==> src/rtl/rsr_pkg.sv <==
// ----------------------------------------------------------------------------
// rsr_pkg
// Shared types for the replacement selection run generator: transaction
// payloads, stored entry and sequencer states.
// ----------------------------------------------------------------------------
package rsr_pkg;

  typedef struct packed {
    logic [31:0] sort_key;
    logic [31:0] row_number;
    logic        end_of_stream;
  } in_item_t;

  typedef struct packed {
    logic [31:0] out_key;
    logic [31:0] out_row;
    logic        run_end;
    logic [31:0] run_length;
    logic        stream_done;
    logic        burst_last;
  } out_item_t;

  typedef struct packed {
    logic [31:0] key;
    logic [31:0] row;
  } entry_t;

  typedef enum logic [2:0] {
    S_IDLE,
    S_START,
    S_SCAN,
    S_EMIT,
    S_WR_M,
    S_WR_LA,
    S_DRAIN
  } st_t;

  localparam logic [31:0] RUN_MAX = 32'hFFFF_FFFF;

endpackage

==> src/rtl/rsr_store.sv <==
// ----------------------------------------------------------------------------
// rsr_store
// Entry store: one write port, one read port with registered read data.
// ----------------------------------------------------------------------------
module rsr_store
  import rsr_pkg::*;
#(
  parameter int HEAP_ENTRIES = 16
) (
  input  logic                            clk,
  input  logic                            wr_en,
  input  logic [$clog2(HEAP_ENTRIES)-1:0] wr_addr,
  input  entry_t                          wr_entry,
  input  logic [$clog2(HEAP_ENTRIES)-1:0] rd_addr,
  output entry_t                          rd_entry
);

  entry_t mem [HEAP_ENTRIES];
  entry_t rd_entry_r;

  always_ff @(posedge clk) begin
    if (wr_en) begin
      mem[wr_addr] <= wr_entry;
    end
  end

  always_ff @(posedge clk) begin
    rd_entry_r <= mem[rd_addr];
  end

  assign rd_entry = rd_entry_r;

endmodule

==> src/rtl/replacement_selection_runs.sv <==
// ----------------------------------------------------------------------------
// replacement_selection_runs
// Run generator for external sorting by replacement selection.
// ----------------------------------------------------------------------------
// Entries are kept in a store of HEAP_ENTRIES slots with one write port and one
// registered read port, and one comparator walks the active slots, one per
// cycle, to find the smallest key. A transaction taken while the store is
// filling is written into the next free slot and yields no result unless it
// ends the stream. A transaction taken once the store is full walks the active
// slots through the registered read, then emits the smallest entry; the
// newcomer is written back in the emit when it stays in the run, and through
// S_WR_M and S_WR_LA over the store's single write port when it goes dormant.
// An end-of-stream transaction then drains the store, one emitted entry per
// walk. in_ready is high only between transactions; a finished result waits in
// the output register, and the next emit holds until out_ready frees that
// register.
module replacement_selection_runs
  import rsr_pkg::*;
#(
  parameter int HEAP_ENTRIES = 16
) (
  input  logic      clk,
  input  logic      rst_n,
  input  logic      in_valid,
  output logic      in_ready,
  input  in_item_t  in_data,
  output logic      out_valid,
  input  logic      out_ready,
  output out_item_t out_data
);

  localparam int IDX_W = $clog2(HEAP_ENTRIES);
  localparam int CNT_W = $clog2(HEAP_ENTRIES + 1);
  localparam logic [CNT_W-1:0] FULL = CNT_W'(HEAP_ENTRIES);
  localparam logic [CNT_W-1:0] ONE  = CNT_W'(1);

  st_t              state_r, state_nxt;
  logic [CNT_W-1:0] filled_r, filled_nxt;
  logic [CNT_W-1:0] active_r, active_nxt;
  logic [31:0]      run_count_r, run_count_nxt;
  logic [CNT_W-1:0] scan_r, scan_nxt;
  logic             rdv_r, rdv_nxt;
  logic [IDX_W-1:0] rdi_r, rdi_nxt;
  logic             drain_r, drain_nxt;
  logic             out_valid_r, out_valid_nxt;
  out_item_t        out_data_r, out_data_nxt;
  in_item_t         in_r, in_nxt;
  entry_t           best_r, best_nxt;
  logic [IDX_W-1:0] best_idx_r, best_idx_nxt;

  logic             wr_en;
  logic [IDX_W-1:0] wr_addr;
  entry_t           wr_entry;
  logic [IDX_W-1:0] rd_addr;
  entry_t           rd_entry;

  logic [CNT_W-1:0] act_dec;
  logic [CNT_W-1:0] fill_dec;
  logic [IDX_W-1:0] la;
  logic [IDX_W-1:0] lf;
  logic [31:0]      cnt_inc;
  logic             dorm;
  logic             out_free;
  entry_t           in_entry;

  rsr_store #(
    .HEAP_ENTRIES(HEAP_ENTRIES)
  ) u_store (
    .clk      (clk),
    .wr_en    (wr_en),
    .wr_addr  (wr_addr),
    .wr_entry (wr_entry),
    .rd_addr  (rd_addr),
    .rd_entry (rd_entry)
  );

  assign act_dec  = active_r - ONE;
  assign fill_dec = filled_r - ONE;
  assign la       = act_dec[IDX_W-1:0];
  assign lf       = fill_dec[IDX_W-1:0];
  assign cnt_inc  = (run_count_r == RUN_MAX) ? RUN_MAX : run_count_r + 32'd1;
  assign dorm     = in_r.sort_key < best_r.key;
  assign out_free = !out_valid_r || out_ready;
  assign in_entry = '{key: in_r.sort_key, row: in_r.row_number};

  assign in_ready  = (state_r == S_IDLE);
  assign out_valid = out_valid_r;
  assign out_data  = out_data_r;

  always_ff @(posedge clk) begin
    if (!rst_n) begin
      state_r     <= S_IDLE;
      filled_r    <= '0;
      active_r    <= '0;
      run_count_r <= '0;
      scan_r      <= '0;
      rdv_r       <= 1'b0;
      drain_r     <= 1'b0;
      out_valid_r <= 1'b0;
    end else begin
      state_r     <= state_nxt;
      filled_r    <= filled_nxt;
      active_r    <= active_nxt;
      run_count_r <= run_count_nxt;
      scan_r      <= scan_nxt;
      rdv_r       <= rdv_nxt;
      drain_r     <= drain_nxt;
      out_valid_r <= out_valid_nxt;
    end
  end

  always_ff @(posedge clk) begin
    rdi_r      <= rdi_nxt;
    out_data_r <= out_data_nxt;
    in_r       <= in_nxt;
    best_r     <= best_nxt;
    best_idx_r <= best_idx_nxt;
  end

  always_comb begin
    state_nxt     = state_r;
    filled_nxt    = filled_r;
    active_nxt    = active_r;
    run_count_nxt = run_count_r;
    scan_nxt      = scan_r;
    rdv_nxt       = 1'b0;
    rdi_nxt       = rdi_r;
    drain_nxt     = drain_r;
    out_valid_nxt = out_valid_r && !out_ready;
    out_data_nxt  = out_data_r;
    in_nxt        = in_r;
    best_nxt      = best_r;
    best_idx_nxt  = best_idx_r;
    wr_en         = 1'b0;
    wr_addr       = best_idx_r;
    wr_entry      = in_entry;
    rd_addr       = la;

    unique case (state_r)
      S_IDLE: begin
        if (in_valid) begin
          in_nxt = in_data;
          if (active_r == '0 && filled_r != '0) begin
            active_nxt = filled_r;
          end
          state_nxt = S_START;
        end
      end

      S_START: begin
        drain_nxt = 1'b0;
        if (filled_r < FULL) begin
          wr_en      = 1'b1;
          wr_addr    = filled_r[IDX_W-1:0];
          filled_nxt = filled_r + ONE;
          active_nxt = active_r + ONE;
          state_nxt  = in_r.end_of_stream ? S_DRAIN : S_IDLE;
        end else begin
          scan_nxt  = '0;
          state_nxt = S_SCAN;
        end
      end

      S_SCAN: begin
        if (scan_r < active_r) begin
          rd_addr  = scan_r[IDX_W-1:0];
          scan_nxt = scan_r + ONE;
          rdv_nxt  = 1'b1;
          rdi_nxt  = scan_r[IDX_W-1:0];
        end
        if (rdv_r) begin
          if (rdi_r == '0 || rd_entry.key < best_r.key) begin
            best_nxt     = rd_entry;
            best_idx_nxt = rdi_r;
          end
          if (rdi_r == la) begin
            state_nxt = S_EMIT;
          end
        end
      end

      S_EMIT: begin
        rd_addr = la;
        if (out_free) begin
          out_valid_nxt            = 1'b1;
          out_data_nxt.out_key     = best_r.key;
          out_data_nxt.out_row     = best_r.row;
          out_data_nxt.run_length  = cnt_inc;
          if (drain_r) begin
            out_data_nxt.run_end     = (active_r == ONE);
            out_data_nxt.stream_done = (filled_r == ONE);
            out_data_nxt.burst_last  = (filled_r == ONE);
            run_count_nxt            = (active_r == ONE) ? '0 : cnt_inc;
            state_nxt                = S_WR_M;
          end else begin
            out_data_nxt.run_end     = dorm && (active_r == ONE);
            out_data_nxt.stream_done = 1'b0;
            out_data_nxt.burst_last  = !in_r.end_of_stream;
            run_count_nxt            = (dorm && (active_r == ONE)) ? '0 : cnt_inc;
            if (dorm) begin
              state_nxt = S_WR_M;
            end else begin
              wr_en     = 1'b1;
              state_nxt = in_r.end_of_stream ? S_DRAIN : S_IDLE;
            end
          end
        end
      end

      S_WR_M: begin
        wr_en     = 1'b1;
        wr_entry  = rd_entry;
        rd_addr   = lf;
        state_nxt = S_WR_LA;
      end

      S_WR_LA: begin
        wr_en   = 1'b1;
        wr_addr = la;
        if (drain_r) begin
          wr_entry = rd_entry;
          if (fill_dec == '0) begin
            filled_nxt = '0;
            active_nxt = '0;
            state_nxt  = S_IDLE;
          end else begin
            filled_nxt = fill_dec;
            active_nxt = (act_dec == '0) ? fill_dec : act_dec;
            state_nxt  = S_DRAIN;
          end
        end else begin
          active_nxt = (act_dec == '0) ? filled_r : act_dec;
          state_nxt  = in_r.end_of_stream ? S_DRAIN : S_IDLE;
        end
      end

      S_DRAIN: begin
        drain_nxt = 1'b1;
        scan_nxt  = '0;
        if (filled_r == '0) begin
          active_nxt    = '0;
          run_count_nxt = '0;
          state_nxt     = S_IDLE;
        end else begin
          if (active_r == '0) begin
            active_nxt = filled_r;
          end
          state_nxt = S_SCAN;
        end
      end

      default: begin
        state_nxt = S_IDLE;
      end
    endcase
  end

endmodule

==> config.mk <==
export PLATFORM = sky130hd
export DESIGN_NAME = replacement_selection_runs
export DESIGN_NICKNAME = d
export VERILOG_FILES = /design/src/rtl/rsr_pkg.sv /design/src/rtl/rsr_store.sv /design/src/rtl/replacement_selection_runs.sv
export SDC_FILE = /design/constraint.sdc
export NUM_CORES = 2
export LEC_CHECK = 0
export BUFFER_PORTS_ARGS = -buffer_cell sky130_fd_sc_hd__buf_4
export CAP_MARGIN = 20
export CORE_ASPECT_RATIO = 0.7
export CORE_MARGIN = 2
export CORE_UTILIZATION = 43
export CTS_BUF_LIST = sky130_fd_sc_hd__clkbuf_4
export CTS_CLUSTER_SIZE = 8
export DETAILED_ROUTE_END_ITERATION = 12
export PLACE_DENSITY = 0.6
export SETUP_SLACK_MARGIN = 0.02
export SYNTH_ARGS = -nofsm -noshare
export SYNTH_HDL_FRONTEND = slang
export SYNTH_SLANG_ARGS = --single-unit
==> constraint.sdc <==
create_clock -name clk -period 11.8 [get_ports clk]
set_input_delay 1.77 -clock clk [delete_from_list [all_inputs] [get_ports clk]]
set_output_delay 1.77 -clock clk [all_outputs]
set_load 0.1 [all_outputs]
# ---- Word level (Yosys, flattened, before mapping)
# Memory sizes are Yosys's and may differ from the RTL's. A register that Yosys moved wholly into a read port is not among the register bits.
# Index checks and enable logic that the tools add are counted.
dict set report word_totals {
  ramBits 1024
  inputBits 69
  register_bits 289
  latch_bits 0
  out_inout_bits 101
  romBits 0
  memories 1
}
# name depth width rd rd_ports_with_merged_regs wr line
set mem_list {}
lappend mem_list {u_store.mem 16 64 1 1 1 rsr_store.sv:18} ;# entry_t mem [HEAP_ENTRIES];
dict set report op_classes {
  eq_ne 21
  shift 0
  reduce_logical 31
  order_cmp 4
  n_mux 55
  n_div 0
  n_bitwise 0
  n_mul 0
  addsub 6
}
# cell count
set op_table {}
lappend op_table {{32-bit two-way mux} 6}
lappend op_table {{64-bit one-hot mux with 2 select lines} 1}
lappend op_table {{5-bit two-way mux} 14}
lappend op_table {{32-bit < comparator} 2}
lappend op_table {{64-bit two-way mux} 1}
lappend op_table {{32-bit one-hot mux with 2 select lines} 1}
lappend op_table {{32-bit by 1-bit adder with 32-bit output, second input constant} 1}
lappend op_table {{32-bit == test, second input constant} 1}
lappend op_table {{3-bit two-way mux} 10}
lappend op_table {{3-bit one-hot mux with 7 select lines} 1}
lappend op_table {{5-bit logical NOT} 4}
lappend op_table {{5-bit one-hot mux with 4 select lines} 1}
lappend op_table {{2-bit inequality test, second input constant} 9}
lappend op_table {{4-bit one-hot mux with 2 select lines} 2}
lappend op_table {{5-bit by 1-bit adder with 5-bit output, second input constant} 3}
lappend op_table {{5-bit one-hot mux with 3 select lines} 1}
lappend op_table {{3-bit AND reduction} 4}
lappend op_table {{1-bit two-way mux} 11}
lappend op_table {{5-bit by 1-bit == test with 1-bit output, second input constant} 2}
lappend op_table {{5-bit one-hot mux with 2 select lines} 1}
lappend op_table {{5-bit by 1-bit subtractor with 5-bit output, second input constant} 2}
lappend op_table {{3-bit == test, second input constant} 3}
lappend op_table {{4-bit two-way mux} 2}
lappend op_table {{2-bit AND reduction} 4}
lappend op_table {{22 further kinds} 30}

# ---- Depth between registers and ports, before layout
dict set report logic_depth {
  ltp_word 7
  depth_mapped 13
  depth_no_buf 9
}

# ---- Hierarchy
# A second synthesis with hierarchy kept.
dict set report hier_totals {
  hier_cells 2672
  area_unflattened_um2 52836.9
}
# mod cells_each area_each_um2 instances seq_area_each_um2
set by_module_without_submodules {}
lappend by_module_without_submodules {rsr_store 1647 39581.7 1 32030.7}
lappend by_module_without_submodules {replacement_selection_runs 1025 13255.2 1 8147.8}

# ---- Least setup slack after synthesis
# OpenSTA, ideal clock, no wires.
dict set report synth_timing {
  kind {input-to-reg}
  from {input out_ready}
  to {memory u_store.mem[0][0] in the netlist's numbering, enable pin}
  path_slack_ns 2.816
  setup_time_ns 0.644
  stages 3
  arrival_time_ns 8.340
  cell_sequence {nor2b_1 -> o311a_1 -> nor4_1}
}
dict set report synth_via {
  elab_chain_cells 5
}
# item line
set synth_lines {}
lappend synth_lines {{from (decl)} replacement_selection_runs.sv:28} ;# input logic out_ready,
lappend synth_lines {{1-bit logical OR} replacement_selection_runs.sv:83} ;# assign out_free = !out_valid_r || out_ready;
lappend synth_lines {{1-bit two-way mux} replacement_selection_runs.sv:184} ;# if (out_free) begin
lappend synth_lines {{1-bit one-hot mux with 3 select lines} replacement_selection_runs.sv:139} ;# unique case (state_r)
lappend synth_lines {{1-bit two-way mux} rsr_store.sv:22} ;# if (wr_en) begin
lappend synth_lines {{1-bit two-way mux (implied by the code)} rsr_store.sv:23} ;# mem[wr_addr] <= wr_entry;
lappend synth_lines {{to (decl)} rsr_store.sv:18}
# Every way passes these cells.

# ---- Worst setup path in the final report
dict set report layout_timing {
  from {register best_r[62] in the netlist's numbering}
  to {memory u_store.mem[10][20] in the netlist's numbering, enable pin}
}
dict set report layout_via {
  elab_chain_cells 7
}
# item line
set layout_lines {}
lappend layout_lines {{from (decl)} replacement_selection_runs.sv:48} ;# entry_t best_r, best_nxt;
lappend layout_lines {{from (signal assigned)} replacement_selection_runs.sv:116} ;# best_r <= best_nxt;
lappend layout_lines {{32-bit < comparator} replacement_selection_runs.sv:82} ;# assign dorm = in_r.sort_key < best_r.key;
lappend layout_lines {{1-bit two-way mux} replacement_selection_runs.sv:200} ;# if (dorm) begin
lappend layout_lines {{1-bit two-way mux} replacement_selection_runs.sv:189} ;# if (drain_r) begin
lappend layout_lines {{1-bit two-way mux} replacement_selection_runs.sv:184}
lappend layout_lines {{1-bit one-hot mux with 3 select lines} replacement_selection_runs.sv:139}
lappend layout_lines {{1-bit two-way mux} rsr_store.sv:22}
lappend layout_lines {{1-bit two-way mux (implied by the code)} rsr_store.sv:23}
# Every way passes these cells.

==> qor.yml <==
path_delay_family: "compound AO/OA/AOI/OAI gates"
n_fill_cell: 10530
ys_ff_latch: 1377
first_global_vias: 29410
layout-drive-gt1-share: 0.2712
yosysWarnings: 0
syn2layout_area_growth_pct: 14.22
use_met3: 0.04112
synth_seq_area_share: 0.7452
p_sw_mw: 4.365
syn_area_um2: 53910
grt_overflow: 0
period_share: 0.5089
slowest_delay_ns: 0.84
async_reset_ff_frac: 0
pin_count: 170
worstMarginPinSlew_ns: 1.378
cp.required_ns: 12.61
cp_cell_sequence: "inv_1 -> ha_1 -> nand4_1 -> nor4_1 -> nand2_1 -> a31oi_1 -> o21ai_0 -> o311a_1 -> nor4_2 -> buf_4 -> buf_4"
htreeDepth: 5
ys_top_cells_by_area: "edfxtp_1 70%, mux2i_1 7.2%, dfxtp_1 4.3%, mux2_2 4.1%, o22ai_1 2.3%"
max-slew-margin-rel: 0.08163
peakVddDrop_mv: 0.2704
sequentialPowerShare: 0.435
die_w_um: 427.2
drc: 0
critPathMostFrequentCell: "buf_4"
nNetsFinal: 3703
crit_fanout: 46
clk_pin_slew_ns: 0.06
antenna_found_initial: 2
p_leak_nw: 23.25
cts_resized: 0
core_area_um2: 124200
grt_busiest_layer: "met2"
antenna_left: 0
initial_core_util: 0.4341
root_buffer: "clkbuf_4"
avgSynthCellArea_um2: 17.26
grt_pass1_wl_mm: 188.6
slowest_stage: "buf_4"
routedWlPerCell_um: 23.36
yosysTopAreaCell: "edfxtp_1"
finClkSkew_ns: 0.1259
post-place-ws_ns: 5.863
clock-sinks: 1377
cp_num_buf_inv: 3
grt_start_max_net_pins: 138
wl_mm: 127.8
synth-edff-count: 1260
synth_most_common_cell: "edfxtp_1"
fin_setup_tns_ns: 0
clock_power_share: 0.294
start_kind: "flip-flop"
drv_slew: 0
fmax_ghz: 0.1665
post_cts_buffers: 0
place.gp.congestion: 0.8765
route.vias.total: 29570
clock_path_buffers: 4
synth.distinct_cells: 77
synth_cells: 3123
fin_ws_ns: 5.795
final_cells: 5471
cts_tree: "done"
numCtsBuffers: 350
power_density_nw_per_um2: 224.0
swShare: 0.3164
grt_use_met2: 0.2910
status: "finished, final reports clean"
die_area_um2: 128300
rsz0062_at_grt: "false"
dr.pass1.iters: 5
worstSetupPathType: "flip-flop to flip-flop"
die_h_um: 300.3
power_frac_comb: 0.271
cap_viol_max_count: 0
min_period_ns: 6.005
drt_iter0_drc: 2444
intPower_mw: 9.431
hold_violations: 0
synth_top_area_share: 0.7018
place_inst: 4855
clk_latency_ns: 1.27
hold_class: "flip-flop to flip-flop"
synth_ff_type: "edfxtp_1"
syn-num-nets: 3268
grt_usage: 0.1980
setup_viol: 0
grtUsageMet1: 0.2905
cp.arrival_ns: 6.81
hold_buffers: 0
hold_ws_ns: 0.3870
via_per_inst: 5.404
rows: 108
r2r_setup_slack_ns: 5.80
numPortBuffers: 169
place_hpwl_mm: 68.00
worstSetupEndpointType: "flip-flop"
synthTopCellsByCount: "1260 x edfxtp_1, 387 x mux2i_1, 194 x mux2_2, 194 x o22ai_1, 117 x dfxtp_1"
## path summary, 6_finish.rpt
kind,startpoint,end,depth (start not counted)
max,best_r[62],u_store.mem[10][20],11
min,best_r[20],out_data[55],0
max reg2reg,best_r[62],u_store.mem[10][20],11
min reg2reg,best_r[20],out_data[55],0
## metrics by stage
step / util / instance area (um2) / total power [mW]
after CTS: 0.4956 / 61550 / 13.94
after floorplan: - / 53910 / 8.743
after detailed placement: 0.4599 / 57110 / 9.849
final: 0.4959 / 61580 / 13.80
after global routing: 0.4958 / 61580 / 14.47
after global placement: 0.4598 / 57100 / 9.835
## layout make-up
type	count	area (um2)	area share
sequential	1377	40180	0.6525
multi-input combinational	1549	12910	0.2097
clock buffer	534	4009	0.06510
tap	1650	2064	0.03353
timing repair buffer	234	1797	0.02918
clock inverter	73	425.4	0.006908
inverter	46	172.7	0.002804
antenna	8	20.02	0.0003251
## metal layers
| metal | routed length, um | vias to the layer above |
|---|---|---|
| met5 | 0 | - |
| met1 | 60070 | 14860 |
| met3 | 7521 | 199 |
| li1 | - | 13600 |
| met4 | 3010 | 0 |
| met2 | 57200 | 909 |
## registers in the layout, indices dropped and copies added, names as in the netlist, 3 cells and up
| name | cells |
|---|---|
| u_store.mem | 1024 |
| out_data | 99 |
| best_r | 64 |
| in_entry | 64 |
| u_store.rd_entry | 64 |
| run_count_r | 32 |
| active_r | 5 |
| filled_r | 5 |
| scan_r | 5 |
| best_idx_r | 4 |
| rdi_r | 4 |
| state_r | 3 |
## cell families after synthesis
family | share of synthesized area
AOI/OAI and AO/OA | 0.06189
xor gates and xnor gates | 0.004711
adders and majority gates | 0.01764
buffers and inverters | 0.01866
DFF | 0.7452
muxes | 0.1124
and+or+nand+nor | 0.03950
## power by group through the flow
stage | combinational [mW] | sequential (mW) | clock, mW
after floorplan | 2.62 | 6.12 | 0
after global placement | 3.72 | 6.11 | 0
after detailed placement | 3.74 | 6.11 | 0
after CTS | 3.75 | 6.01 | 4.18
after global routing | 4.00 | 6.03 | 4.44
final | 3.74 | 6.00 | 4.05
## layout by cell type (no fill, tap or decap), types with 5 or more instances in the layout
master and instances:
or2_2 10, o22ai_1 194, nor3_1 11, inv_1 44, a31oi_1 21, nand3_1 54, nor3_2 12, dfxtp_1 117
xnor2_1 22, a22o_1 71, a211oi_1 6, nor2_1 37, o21a_1 6, bufinv_16 5, or3_1 6, buf_4 230
xor2_1 7, nand2b_1 19, o21ai_0 37, mux2_2 194, clkbuf_4 534, diode_2 8, ha_1 76, nor2b_1 11
clkinv_2 9, and4_1 7, mux2i_1 387, or4_1 67, and2_1 8, a21boi_0 5, and3_1 9, clkinv_1 54
nand4_1 17, nand3b_1 6, nand2_1 82, a21oi_1 52, a21o_1 41, inv_2 5, edfxtp_1 1260
No activity file was read; power rests on OpenSTA's default activity.
